**config.mk**
```make
export PLATFORM = sky130hd
export DESIGN_NAME = dwa_front
export DESIGN_NICKNAME = d
export VERILOG_FILES = /design/src/rtl/dwa_pkg.sv /design/src/rtl/dwa_front.sv
export SDC_FILE = /design/constraint.sdc
export NUM_CORES = 1
export LEC_CHECK = 0
export ABC_CLOCK_PERIOD_IN_PS = 11200
export BUFFER_PORTS_ARGS = -buffer_cell sky130_fd_sc_hd__buf_2
export CAP_MARGIN = 20
export CELL_PAD_IN_SITES_DETAIL_PLACEMENT = 1
export CELL_PAD_IN_SITES_GLOBAL_PLACEMENT = 2
export CORE_ASPECT_RATIO = 2
export CORE_MARGIN = 4
export CORE_UTILIZATION = 49
export CTS_BUF_LIST = sky130_fd_sc_hd__clkbuf_2 sky130_fd_sc_hd__clkbuf_4 sky130_fd_sc_hd__clkbuf_8
export CTS_CLUSTER_DIAMETER = 40
export DETAILED_ROUTE_END_ITERATION = 8
export GPL_TIMING_DRIVEN = 0
export HOLD_SLACK_MARGIN = 0.02
export PLACE_DENSITY = 0.95
export SLEW_MARGIN = 0
export SYNTH_ARGS = -nofsm -noshare
export SYNTH_HDL_FRONTEND = slang
export SYNTH_SLANG_ARGS = --single-unit
export TNS_END_PERCENT = 1
```
**constraint.sdc**
```tcl
create_clock -name clk -period 11.2 [get_ports clk]
set_input_delay 2.24 -clock clk [delete_from_list [all_inputs] [get_ports clk]]
set_output_delay 2.24 -clock clk [all_outputs]
set_load 0.005 [all_outputs]
```
**src/rtl/dwa_pkg.sv**
```systemverilog
package dwa_pkg;

  localparam int unsigned WORD_W    = 64;
  localparam int unsigned NARROW_W  = 32;
  localparam int unsigned OPCODE_W  = 3;
  localparam int unsigned DIV_STEPS = 64;

  // Opcodes as they arrive on the slave side.
  localparam logic [OPCODE_W-1:0] OP_ADD_NARROW = 3'd0;
  localparam logic [OPCODE_W-1:0] OP_SUB_NARROW = 3'd1;
  localparam logic [OPCODE_W-1:0] OP_ADD_WIDE   = 3'd2;
  localparam logic [OPCODE_W-1:0] OP_MUL_NARROW = 3'd3;
  localparam logic [OPCODE_W-1:0] OP_DIV_NARROW = 3'd4;

  // Operation classes handed from the front end to the execution pipeline.
  localparam int unsigned KIND_W = 3;
  localparam logic [KIND_W-1:0] KIND_NONE = 3'd0;
  localparam logic [KIND_W-1:0] KIND_ADD  = 3'd1;
  localparam logic [KIND_W-1:0] KIND_SUB  = 3'd2;
  localparam logic [KIND_W-1:0] KIND_MUL  = 3'd3;
  localparam logic [KIND_W-1:0] KIND_DIV  = 3'd4;

  typedef struct packed {
    logic [KIND_W-1:0] kind;
    logic [WORD_W-1:0] first;
    logic [WORD_W-1:0] second;
  } op_item_t;

  typedef struct packed {
    logic                valid;
    logic [KIND_W-1:0]   kind;
    logic [WORD_W-1:0]   acc;
    logic [NARROW_W-1:0] rem;
    logic [NARROW_W-1:0] divisor;
    logic                dz;
  } stage_t;

endpackage

```
**src/rtl/dwa_front.sv**
```systemverilog
module dwa_front #(
  parameter int unsigned QUEUE_DEPTH = 4
) (
  input  logic                                 clk,
  input  logic                                 rst,
  input  logic                                 s_tvalid,
  output logic                                 s_tready,
  input  logic [159:0]                         s_tdata,
  input  logic [dwa_pkg::OPCODE_W-1:0]         s_tuser,
  output logic                                 head_valid,
  output dwa_pkg::op_item_t                    head_item,
  input  logic                                 head_pop
);

  localparam int unsigned PTR_W = (QUEUE_DEPTH > 1) ? $clog2(QUEUE_DEPTH) : 1;
  localparam int unsigned CNT_W = $clog2(QUEUE_DEPTH + 1);

  dwa_pkg::op_item_t item_in;
  dwa_pkg::op_item_t mem [QUEUE_DEPTH];
  logic [PTR_W-1:0]  wr_ptr;
  logic [PTR_W-1:0]  rd_ptr;
  logic [CNT_W-1:0]  count;
  logic [CNT_W-1:0]  count_next;
  logic              push;

  // Classify the opcode and line up the second operand for the back end.
  always_comb begin
    item_in.first = s_tdata[63:0];
    unique case (s_tuser)
      dwa_pkg::OP_ADD_NARROW: begin
        item_in.kind   = dwa_pkg::KIND_ADD;
        item_in.second = {32'd0, s_tdata[159:128]};
      end
      dwa_pkg::OP_SUB_NARROW: begin
        item_in.kind   = dwa_pkg::KIND_SUB;
        item_in.second = {32'd0, s_tdata[159:128]};
      end
      dwa_pkg::OP_ADD_WIDE: begin
        item_in.kind   = dwa_pkg::KIND_ADD;
        item_in.second = s_tdata[127:64];
      end
      dwa_pkg::OP_MUL_NARROW: begin
        item_in.kind   = dwa_pkg::KIND_MUL;
        item_in.second = {32'd0, s_tdata[159:128]};
      end
      dwa_pkg::OP_DIV_NARROW: begin
        item_in.kind   = dwa_pkg::KIND_DIV;
        item_in.second = {32'd0, s_tdata[159:128]};
      end
      default: begin
        item_in.kind   = dwa_pkg::KIND_NONE;
        item_in.second = '0;
      end
    endcase
  end

  assign s_tready   = (count != CNT_W'(QUEUE_DEPTH));
  assign push       = s_tvalid && s_tready;
  assign head_valid = (count != '0);
  assign head_item  = mem[rd_ptr];

  always_comb begin
    case ({push, head_pop})
      2'b10:   count_next = count + 1'b1;
      2'b01:   count_next = count - 1'b1;
      default: count_next = count;
    endcase
  end

  always_ff @(posedge clk) begin
    if (push) begin
      mem[wr_ptr] <= item_in;
    end
  end

  always_ff @(posedge clk) begin
    if (rst) begin
      wr_ptr <= '0;
      rd_ptr <= '0;
      count  <= '0;
    end else begin
      count <= count_next;
      if (push) begin
        wr_ptr <= (wr_ptr == PTR_W'(QUEUE_DEPTH - 1)) ? '0 : wr_ptr + 1'b1;
      end
      if (head_pop) begin
        rd_ptr <= (rd_ptr == PTR_W'(QUEUE_DEPTH - 1)) ? '0 : rd_ptr + 1'b1;
      end
    end
  end

endmodule

```
After elaboration in Yosys (flattened, before gate mapping)
Memories as Yosys holds them, arrays and structs flattened. A register that Yosys moved wholly into a read port is not among the register bits.
Index checks and enable logic that the tools add are counted.
Word-level totals
  bits in writable memories: 524
  register bits: 7
  bits of input ports: 167
  memories kept: 1
Cells by class
  equal/unequal tests: 9
  mux-type cells: 9
  add/sub/neg operators: 4
  reduce and logical (&&, ||, !) cells: 6
Memories
  mem: depth 4, bits a word 131, read ports 1, clocked after memory_dff 1, write ports 1, RTL line dwa_front.sv:19  | dwa_pkg::op_item_t mem [QUEUE_DEPTH];
Operator list (count)
  $pmux W64 S2: 1
  $pmux W3 S4: 1
  $mux W2: 4
  $eq A2 B2 Y1 const B: 3
  $eq A3 B2 Y1 const B: 2
  $pmux W3 S2: 1
  $add A2 B1 Y2 const B: 2
  $reduce_or A4 Y1: 1
  $add A3 B1 Y3 const B: 1
  $eq A3 B1 Y1 const B: 1
  $eq A3 B3 Y1 const B: 1
  $logic_not A3 Y1: 1
  $ne A3 B3 Y1 const B: 1
  $reduce_bool A3 Y1: 1
  $sub A3 B1 Y3 const B: 1
  $eq A2 B1 Y1 const B: 1
  $mux W1: 2
  $reduce_bool A2 Y1: 1
  $reduce_or A2 Y1: 1
  $logic_and A1 B1 Y1: 1

Logic depth before layout (Yosys ltp)
Gate-level depths: netlist of run 1.
  depth after elaboration: 4
  mapped depth: 9

Least setup slack after synthesis of run 1
Ideal clock, no wire load.
  kind: input -> register
  from: input port s_tvalid
  to: memory mem[2][0] (netlist bit) (enable)
  path buffers: 0
  setup time: 0.507 ns
  data required time: 10.693 ns
  arrival time: 5.289 ns
  cell stages on the path: 1
  path slack: 5.404 ns
  cells stage by stage: and3_1
On the way
  cells in the longest elaborated chain, start to end: 3
Ends and longest elaborated chain
  start: declaration: RTL line dwa_front.sv:6  | input logic s_tvalid,
  $logic_and A1 B1 Y1: RTL line dwa_front.sv:58  | assign push = s_tvalid && s_tready;
  $mux W1: RTL line dwa_front.sv:71  | if (push) begin
  $mux W1 (implied by the code): RTL line dwa_front.sv:72  | mem[wr_ptr] <= item_in;
  end: declaration: RTL line dwa_front.sv:19
No other way between the ends.

==> impl_metrics.toml, run 1 <==
[status]
status = "finished clean"

[yosys]
syn_nets = 989
synth_edf_count = 524
synth_cell_type_count = 27
async_reset_ff_share_pct = 0
synth_seq_area_share_pct = 79.8
yosys_warnings = 0
syn_area_sq_mm = 0.0199
syn_inst = 815
syn_avg_cell_area_sq_um = 24.5
yosys_register_bits = 533
synth-main-ff-cell = "edfxtp_1"

[sta]
slew_viol_final = 0
hold_viol = 0
fmaxAchievable_ghz = 0.210
rsz0062_at_grt = "no"
skew_ns = 0.0302
period_share_pct = 42.4
setup_viol = 0
min_period_ns = 4.75
tightest_slew_ns = 0.801
relSlewSlack_pct = 46.6
fin_setup_tns_ns = 0
hold_ws_ns = 0.548

[power_and_ir_drop]
p_int_w = 0.00332
power_switching_w = 0.000988
pwr-share-comb_pct = 11.5
power.share.clock_pct = 33.3
power_frac_seq_pct = 55.1
finalPower_w = 0.00431
vdd_drop_max_mv = 0.149
powerDensity_mw_per_mm2 = 182
p_leak_nw = 8.24
sw_frac_of_total_pct = 22.9

[die]
start_util_pct = 49.6
num_rows = 104
die_h_um = 293
coreArea_sq_mm = 0.0402
die_x_um = 151
die-area_sq_mm = 0.0442
io_pins = 300

[worst_setup_path]
critPathKind = "flop to output pin"
worstPathRequired_ns = 8.96
critPathCaptureType = "output pin"
cp_max_fo = 10
crit_path_top_delay_cell = "buf_2"
crit_path_start_kind = "flop"
path_cells = "clkbuf_1 -> buf_2 -> buf_2 -> mux4_2 -> buf_2"
cp.arrival_ns = 2.51
max_stage_delay_ns = 0.40
cp_common_cell = "buf_2"

[final_layout]
nFillCells = 3513
drive_gt1_share_pct = 47.1
fin_nets = 1369
final_common_cell = "edfxtp_1"
fin_util_pct = 59.0
syn2layout_area_growth_pct = 19.0
most-common-layout-cells = "edfxtp_1 (524), buf_2 (318), mux4_2 (131)"
fin_area_sq_mm = 0.0237

[placement]
port_buffers = 298
place.gp.congestion = 0.745
placed_area_sq_mm = 0.0223
dp_hpwl_um = 32000

[run]
max-cap-violations = 0

[cts]
cts_tree = "done"
clock_sinks = 533
clk_pin_slew_worst_paths_ns = 0.06
cts.path.max_buffers = 3
root_buffer = "clkbuf_8"
cts_made_buffers = 72
postCtsHoldBufs = 0
h-tree-depth = 3
cts_resized = 0
cts_setup_buffers = 0
insertion_delay_ns = 0.63

[grt]
antenna_found_initial = 12
overflow = 0
grt_pass1_vias = 11200
grt_max_degree = 53
grt_usage_pct = 21.6
grt_pass1_wl_um = 69600

[drt]
routed-via-count = 9791
wl_um = 46600
post_drt_wl_per_cell_um = 26.2
drt-pass1-iter-count = 4
postRouteAntennaNets = 0
drtIter0Drc = 580
drc_errors = 0
viasPerCell = 5.50

[hold_path]
min_path_type = "flop to flop"
[per-layer routing]
metal	vias up	wire length, um	global-route usage, %
li1	4255	-	-
met1	5086	15900	24.5
met2	339	26300	39.2
met3	101	2710	4.60
met4	10	1590	8.77
met5	-	63	0
[final cells by class]
| type | count | area (sq um) | share of cell area (%) |
|---|---|---|---|
| Inverter | 7 | 26.3 | 0.111 |
| Multi-Input combinational cell | 234 | 3760 | 15.8 |
| Sequential cell | 533 | 15900 | 67.0 |
| Tap cell | 530 | 663 | 2.79 |
| Timing Repair Buffer | 306 | 1710 | 7.21 |
| Clock inverter | 25 | 205 | 0.864 |
| Clock buffer | 97 | 1180 | 4.96 |
| Buffer | 41 | 265 | 1.12 |
| Antenna cell | 8 | 20.0 | 0.0843 |
[cells in the mapped netlist (3+ instances only)]
master	instances	share of area (%)
ha_1	6	0.38
edfxtp_1	524	79
clkbuf_1	10	0.19
inv_1	7	0.13
buf_6	10	0.56
dfxtp_1	9	0.90
nor2_1	5	0.094
a21oi_1	4	0.10
and3_2	3	0.11
and2_1	32	1.0
mux2i_1	3	0.15
mux4_2	131	15
a22o_1	32	1.4
buf_2	20	0.50
or3_1	3	0.094
[power groups by stage]
stage	sequential, W	combinational (W)	clock (W)
2_1_floorplan	0.00241	0.000261	0
3_3_place_gp	0.00243	0.000472	0
3_5_place_dp	0.00242	0.000511	0
4_1_cts	0.00238	0.000513	0.00148
5_1_grt	0.00239	0.000539	0.00157
6_report	0.00238	0.000498	0.00144
[cell families (layout without fill, tap and decap cells)]
family,Yosys count,after routing,share of synthesized area [%]
fa+ha+maj,7,7,0.477
flops,533,533,79.8
simple gates,52,52,1.65
compound gates,39,39,1.60
xor+xnor,2,2,0.0878
mux,134,134,14.9
other cells,0,8,0
buf+inv,48,476,1.46
[registers in the layout, indices dropped and copies added, names as in the netlist, named ones only]
register  count
wr_ptr        2
count         3
rd_ptr        2
mem         524
[worst paths after layout]
check / from / depth (start not counted) / endpoint / slack (ns)
worst min-delay path: wr_ptr[1] / 2 / wr_ptr[1] / 0.55
worst min register to register: wr_ptr[1] / 2 / wr_ptr[1] / 0.55
worst max-delay path: flop / 5 / head_item[125] / 6.45
worst max register to register: count[2] / 9 / count[2] / 8.65
[worst max-delay path: cells and delay by family (launching register included)]
family	cells	cell delay, ns
buffers and inverters	4	1.19
DFF	1	0.31
muxes	1	0.40
[per-stage QoR]
stage,worst slack [ns],std cells
2_1_floorplan,5.40,815
4_1_cts,6.29,1773
6_report,6.45,1781
3_3_place_gp,2.91,1643
5_1_grt,6.25,1778
3_5_place_dp,6.97,1651
(Power assumes the default switching activity.)
==> run 2: changes to the inputs <==
- ABC_CLOCK_PERIOD_IN_PS: 11200 -> 4760
- CORE_UTILIZATION: 49 -> 46
- PLACE_DENSITY: 0.95 -> 0.93
- clock period: 11.2 -> 4.76 ns (I/O delays scaled with it)
==> run 2 against run 1 <==
Net effect:
- final area about the same
- core utilization shrank 3.4 points
- clock skew decreased by 0.0057 ns
- highest routed layer unchanged
- global-route usage fell by 2.0 points
- sequential power rose by 130%
- final cell count rose by 0.95%
- sequential share of layout area decreased by 0.060 points
- largest cell class unchanged
==> impl_metrics.toml, run 2 (synthesized netlist as in run 1, its figures left out) <==
[cts]
cts_setup_buffers = 0
cts.path.max_buffers = 3
cts_resized = 0
root_buffer = "clkbuf_8"
clock_sinks = 533
insertion_delay_ns = 0.59
clk_pin_slew_worst_paths_ns = 0.06
postCtsHoldBufs = 0
h-tree-depth = 3
cts_made_buffers = 71
cts_tree = "done"

[sta]
rsz0062_at_grt = "no"
hold_ws_ns = 0.547
slew_viol_final = 0
tightest_slew_ns = 0.733
period_share_pct = 71.6
fmaxAchievable_ghz = 0.294
hold_viol = 0
setup_viol = 0
min_period_ns = 3.41
relSlewSlack_pct = 51.1
skew_ns = 0.0245

[die]
start_util_pct = 46.7
die_x_um = 155
num_rows = 107
io_pins = 300
die_h_um = 303
die-area_sq_mm = 0.0470
coreArea_sq_mm = 0.0427

[power_and_ir_drop]
sw_frac_of_total_pct = 22.6
power.share.clock_pct = 33.1
vdd_drop_max_mv = 0.232
power_frac_seq_pct = 55.4
powerDensity_mw_per_mm2 = 425
power_switching_w = 0.00229
pwr-share-comb_pct = 11.6
p_int_w = 0.00782
p_leak_nw = 8.24

[placement]
place_inst = 1666
port_buffers = 298
dp_hpwl_um = 31700
place.gp.congestion = 0.751

[worst_setup_path]
r2r-end = "mem[1][86]"
critPathKind = "flop to output pin"
reg2reg_depth = 5
rr_startpoint = "count[1]"
crit_path_start_kind = "flop"
worstPathRequired_ns = 3.81
cp.arrival_ns = 2.45
cp_max_fo = 10
critPathCaptureType = "output pin"
rrSetupSlack_ns = 2.21

[grt]
grt_usage_pct = 19.6
grt_pass1_wl_um = 68400
antenna_found_initial = 11
overflow = 0
grt_max_degree = 58
grt_pass1_vias = 11200

[hold_path]
min_path_cells = 2
min_path_type = "flop to flop"
min_from = "count[2]"
min_to = "count[2]"

[final_layout]
drive_gt1_share_pct = 46.8
seq_area_sq_mm = 0.0159
most-common-layout-cells = "edfxtp_1 (524), buf_2 (318), mux4_2 (131)"
nFillCells = 3773
fin_nets = 1368
syn2layout_area_growth_pct = 19.1
largest_reg_flops = 524
final_common_cell = "edfxtp_1"
top_regs = "mem: 524 flops, count: 3 flops"
instances_no_fill = 1798
top_register = "mem"
multi_input_area_sq_mm = 0.00376

[drt]
drtIter0Drc = 446
postRouteAntennaNets = 0
viasPerCell = 5.39
drc_errors = 0
wl_um = 45300
routed-via-count = 9692
drt-pass1-iter-count = 6
post_drt_wl_per_cell_um = 25.2

[run]
max-cap-violations = 0

[status]
status = "finished clean"
run 2: worst max path at each step:
stage	from	cells past startpoint	end	slack, ns
global route	flop	5	head_item[47]	1.21
detailed placement	flop	5	head_item[47]	1.89
CTS	flop	5	head_item[47]	1.21
global placement	s_tvalid	2	mem[2][117]	-2.21
floorplan	s_tvalid	1	mem[2][0]	0.25
finish	flop	5	head_item[47]	1.35
run 2: final cells by class:
type | count | area share (%)
multi-input cells | 234 | 15.8
diodes | 9 | 0.0948
repair buffers | 306 | 7.20
inverters | 7 | 0.111
clock inverters | 29 | 0.906
clock buffers | 94 | 4.92
plain buffers | 41 | 1.12
flip-flops and latches | 533 | 67.0
well taps | 545 | 2.87
run 2: per-stage QoR:
stage | worst slack (ns) | TNS [ns] | power [W] | utilization (%) | cell area [sq um]
2_1_floorplan | 0.252 | 0 | 0.00629 | - | 19900
3_3_place_gp | -2.21 | -287.79 | 0.00682 | 51.8 | 22100
3_5_place_dp | 1.89 | 0 | 0.00690 | 52.4 | 22400
4_1_cts | 1.21 | 0 | 0.0103 | 55.6 | 23700
5_1_grt | 1.21 | 0 | 0.0106 | 55.6 | 23800
6_report | 1.35 | 0 | 0.0101 | 55.6 | 23800
run 2: critical path, stage by stage (launching register included):
cell	delay [ns]
dfxtp_1	0.30
clkbuf_1	0.26
buf_2	0.39
buf_2	0.37
mux4_2	0.37
buf_2	0.17
run 2: power by group through the flow:
stage                     sequential (W)  clock [W]  combinational, W
after floorplan                  0.00568          0          0.000613
after global placement           0.00571          0           0.00111
after detailed placement         0.00570          0           0.00120
after CTS                        0.00560    0.00345           0.00121
after global routing             0.00561    0.00370           0.00127
final                            0.00559    0.00334           0.00117
run 2: metal layers:
layer | track usage, % | up-vias | part of all wire (%)
met2 | 36.9 | 331 | 58
met4 | 7.76 | 4 | 2.9
met5 | 0 | - | 0.060
met1 | 21.5 | 5032 | 34
met3 | 4.11 | 83 | 5.4
li1 | - | 4242 | -
==> run 3: changes to the inputs <==
- ABC_AREA: not set -> 1
- ABC_CLOCK_PERIOD_IN_PS: 4760 -> 3500
- CORE_UTILIZATION: 46 -> 41
- clock period: 4.76 -> 3.5 ns (I/O delays scaled with it)
==> run 3 against run 2 <==
Net effect:
- first-iteration DRC count increased to 2.7 times the previous value
- global-route usage increased by 2.7 points
- clock-buffer cell count increased by 1
- synthesized cell count increased by 85%
- via count increased by 45%
- sequential power increased by 35%
- final cell count increased by 45%
- routed wire length increased by 37%
- critical path type unchanged
==> impl_metrics.toml, run 3 <==
[grt]
grt_pass1_wl_um = 92900
grt_usage_pct = 22.4
top_usage_layer = "met2"
overflow = 0
grt_max_degree = 28
met2_usage_pct = 41.6
met3_usage_pct = 4.15
met1_usage_pct = 23.9
grt_pass1_vias = 15500
antenna_found_initial = 9

[final_layout]
drive_gt1_share_pct = 25.2
instances_no_fill = 2611
syn2layout_area_growth_pct = 20.1
largest_reg_flops = 524
final_common_cell = "edfxtp_1"
top_regs = "mem: 524 flops, count: 3 flops"
fin_nets = 2079
most-common-layout-cells = "edfxtp_1 (524), buf_2 (332), nor2_1 (304)"
top_register = "mem"
fin_area_sq_mm = 0.0248

[drt]
drtIter0Drc = 1222
drc_errors = 0
post_drt_wl_per_cell_um = 23.8
viasPerCell = 5.40
wl_um = 62000
drt-pass1-iter-count = 5
routed-via-count = 14100
postRouteAntennaNets = 0

[die]
die_x_um = 167
die_h_um = 325
coreArea_sq_mm = 0.0499
start_util_pct = 41.4
io_pins = 300
num_rows = 116
die-area_sq_mm = 0.0542

[yosys]
synth_seq_area_share_pct = 77.1
syn_area_sq_mm = 0.0206
synth_edf_count = 524
syn_avg_cell_area_sq_um = 13.7
syn_nets = 1684
yosys_warnings = 0
synth.most_common_cell = "edfxtp_1"
synth-simple-area-share_pct = 6.02
synthTopCellsByArea = "edfxtp_1 (76%), o21ai_0 (6.6%), nor2_1 (5.6%)"
muxShareOfSynthArea_pct = 0
synth_top_family_by_area = "compound AO/OA/AOI/OAI gates"
synth-compound-area-share_pct = 12.1
yosys-top-cells-count = "edfxtp_1 (524), nor2_1 (308), o21ai_0 (273)"
synth-main-ff-cell = "edfxtp_1"
synth_cell_type_count = 26
synthAdderAreaFrac_pct = 0.460
yosys_register_bits = 533
synth_xor_area_share_pct = 0
async_reset_ff_share_pct = 0
synth_top_area_share_pct = 76.2
syn_inst = 1510
yosys.area.top_type = "edfxtp_1"

[placement]
place_inst = 2478
placed_area_sq_mm = 0.0234
dp_hpwl_um = 43600
place.gp.congestion = 0.766
port_buffers = 299
place_ws_ns = 0.637

[sta]
fin_ws_ns = 0.249
tightest_slew_ns = 0.769
period_share_pct = 92.9
setup_viol = 0
relSlewSlack_pct = 48.6
fmaxAchievable_ghz = 0.308
skew_ns = 0.0381
hold_viol = 0
min_period_ns = 3.25
slew_viol_final = 0
rsz0062_at_grt = "no"

[power_and_ir_drop]
finalPower_w = 0.0139
vdd_drop_max_mv = 0.322
powerDensity_mw_per_mm2 = 560
p_leak_nw = 9.02

[hold_path]
min_from = "rst"
min_path_type = "input pin to flop"
min_path_cells = 2

[worst_setup_path]
worstPathRequired_ns = 2.80
crit_path_start_kind = "flop"
cp.arrival_ns = 2.55
critPathKind = "flop to output pin"
rr_startpoint = "count[1]"
r2r-end = "mem[1][105]"
cp_max_fo = 10
critPathCaptureType = "output pin"
rrSetupSlack_ns = 0.84
reg2reg_depth = 7

[cts]
cts_setup_buffers = 0
postCtsHoldBufs = 0
clk_pin_slew_worst_paths_ns = 0.07
cts.path.max_buffers = 3
h-tree-depth = 3
cts_resized = 0
cts_made_buffers = 74
clock_sinks = 533
cts_tree = "done"
insertion_delay_ns = 0.62
root_buffer = "clkbuf_8"

[status]
status = "finished clean"

[run]
max-cap-violations = 0
run 3: final cells by class:
| type | instances | area [sq um] |
|---|---|---|
| inverters | 83 | 317 |
| multi-input cells | 797 | 3860 |
| diodes | 8 | 20.0 |
| fillers | 5272 | 25100 |
| clock buffers | 95 | 1190 |
| well taps | 649 | 812 |
| plain buffers | 97 | 586 |
| flip-flops and latches | 533 | 15900 |
| clock inverters | 30 | 163 |
| repair buffers | 319 | 1930 |
run 3: cells by family after synthesis:
logic type               count (synthesis)
flip-flops                             533
AO/OA/AOI/OAI                          465
AND/OR/NAND/NOR                        325
buffers and inverters                  180
adder cells (fa/ha/maj)                  7
run 3: stage by stage:
step | util, % | hold WS [ns] | TNS (ns)
2_1_floorplan | - | 0.492 | -652.72
3_3_place_gp | 46.0 | 0.507 | -2195.40
3_5_place_dp | 46.9 | 0.534 | 0
4_1_cts | 49.6 | 0.206 | 0
5_1_grt | 49.7 | 0.238 | 0
6_report | 49.7 | 0.271 | 0
run 3: power breakdown:
| part | leakage, nW | internal, W | total (W) | switching [W] |
|---|---|---|---|---|
| logic | 3.41 | 0.000616 | 0.00180 | 0.00118 |
| registers | 4.91 | 0.00744 | 0.00754 | 0.0000993 |
| clock network | 0.708 | 0.00229 | 0.00455 | 0.00226 |
run 3: worst max path at each step:
stage              from             end  slack [ns]  depth (start not counted)
5_1_grt            flop   head_item[20]        0.13                          6
3_3_place_gp   s_tvalid      mem[3][93]       -4.27                          3
6_report           flop  head_item[124]        0.25                          6
4_1_cts            flop  head_item[110]        0.21                          6
3_5_place_dp   s_tvalid     mem[1][119]        0.64                          6
2_1_floorplan  s_tvalid       mem[0][0]       -1.25                          2
run 3: worst max-delay path, cell delays in order, from the launching register on:
cell	delay, ns
dfxtp_1	0.43
inv_2	0.17
buf_2	0.38
buf_2	0.31
o21ai_0	0.12
o22ai_1	0.32
buf_2	0.19
run 3: routing by layer:
metal | part of all wire (%) | vias up | routed length [um]
met2 | 54 | 531 | 33700
met1 | 35 | 7066 | 21900
met5 | 0 | - | 0
met4 | 5.1 | 0 | 3140
met3 | 5.4 | 141 | 3350
li1 | - | 6363 | -
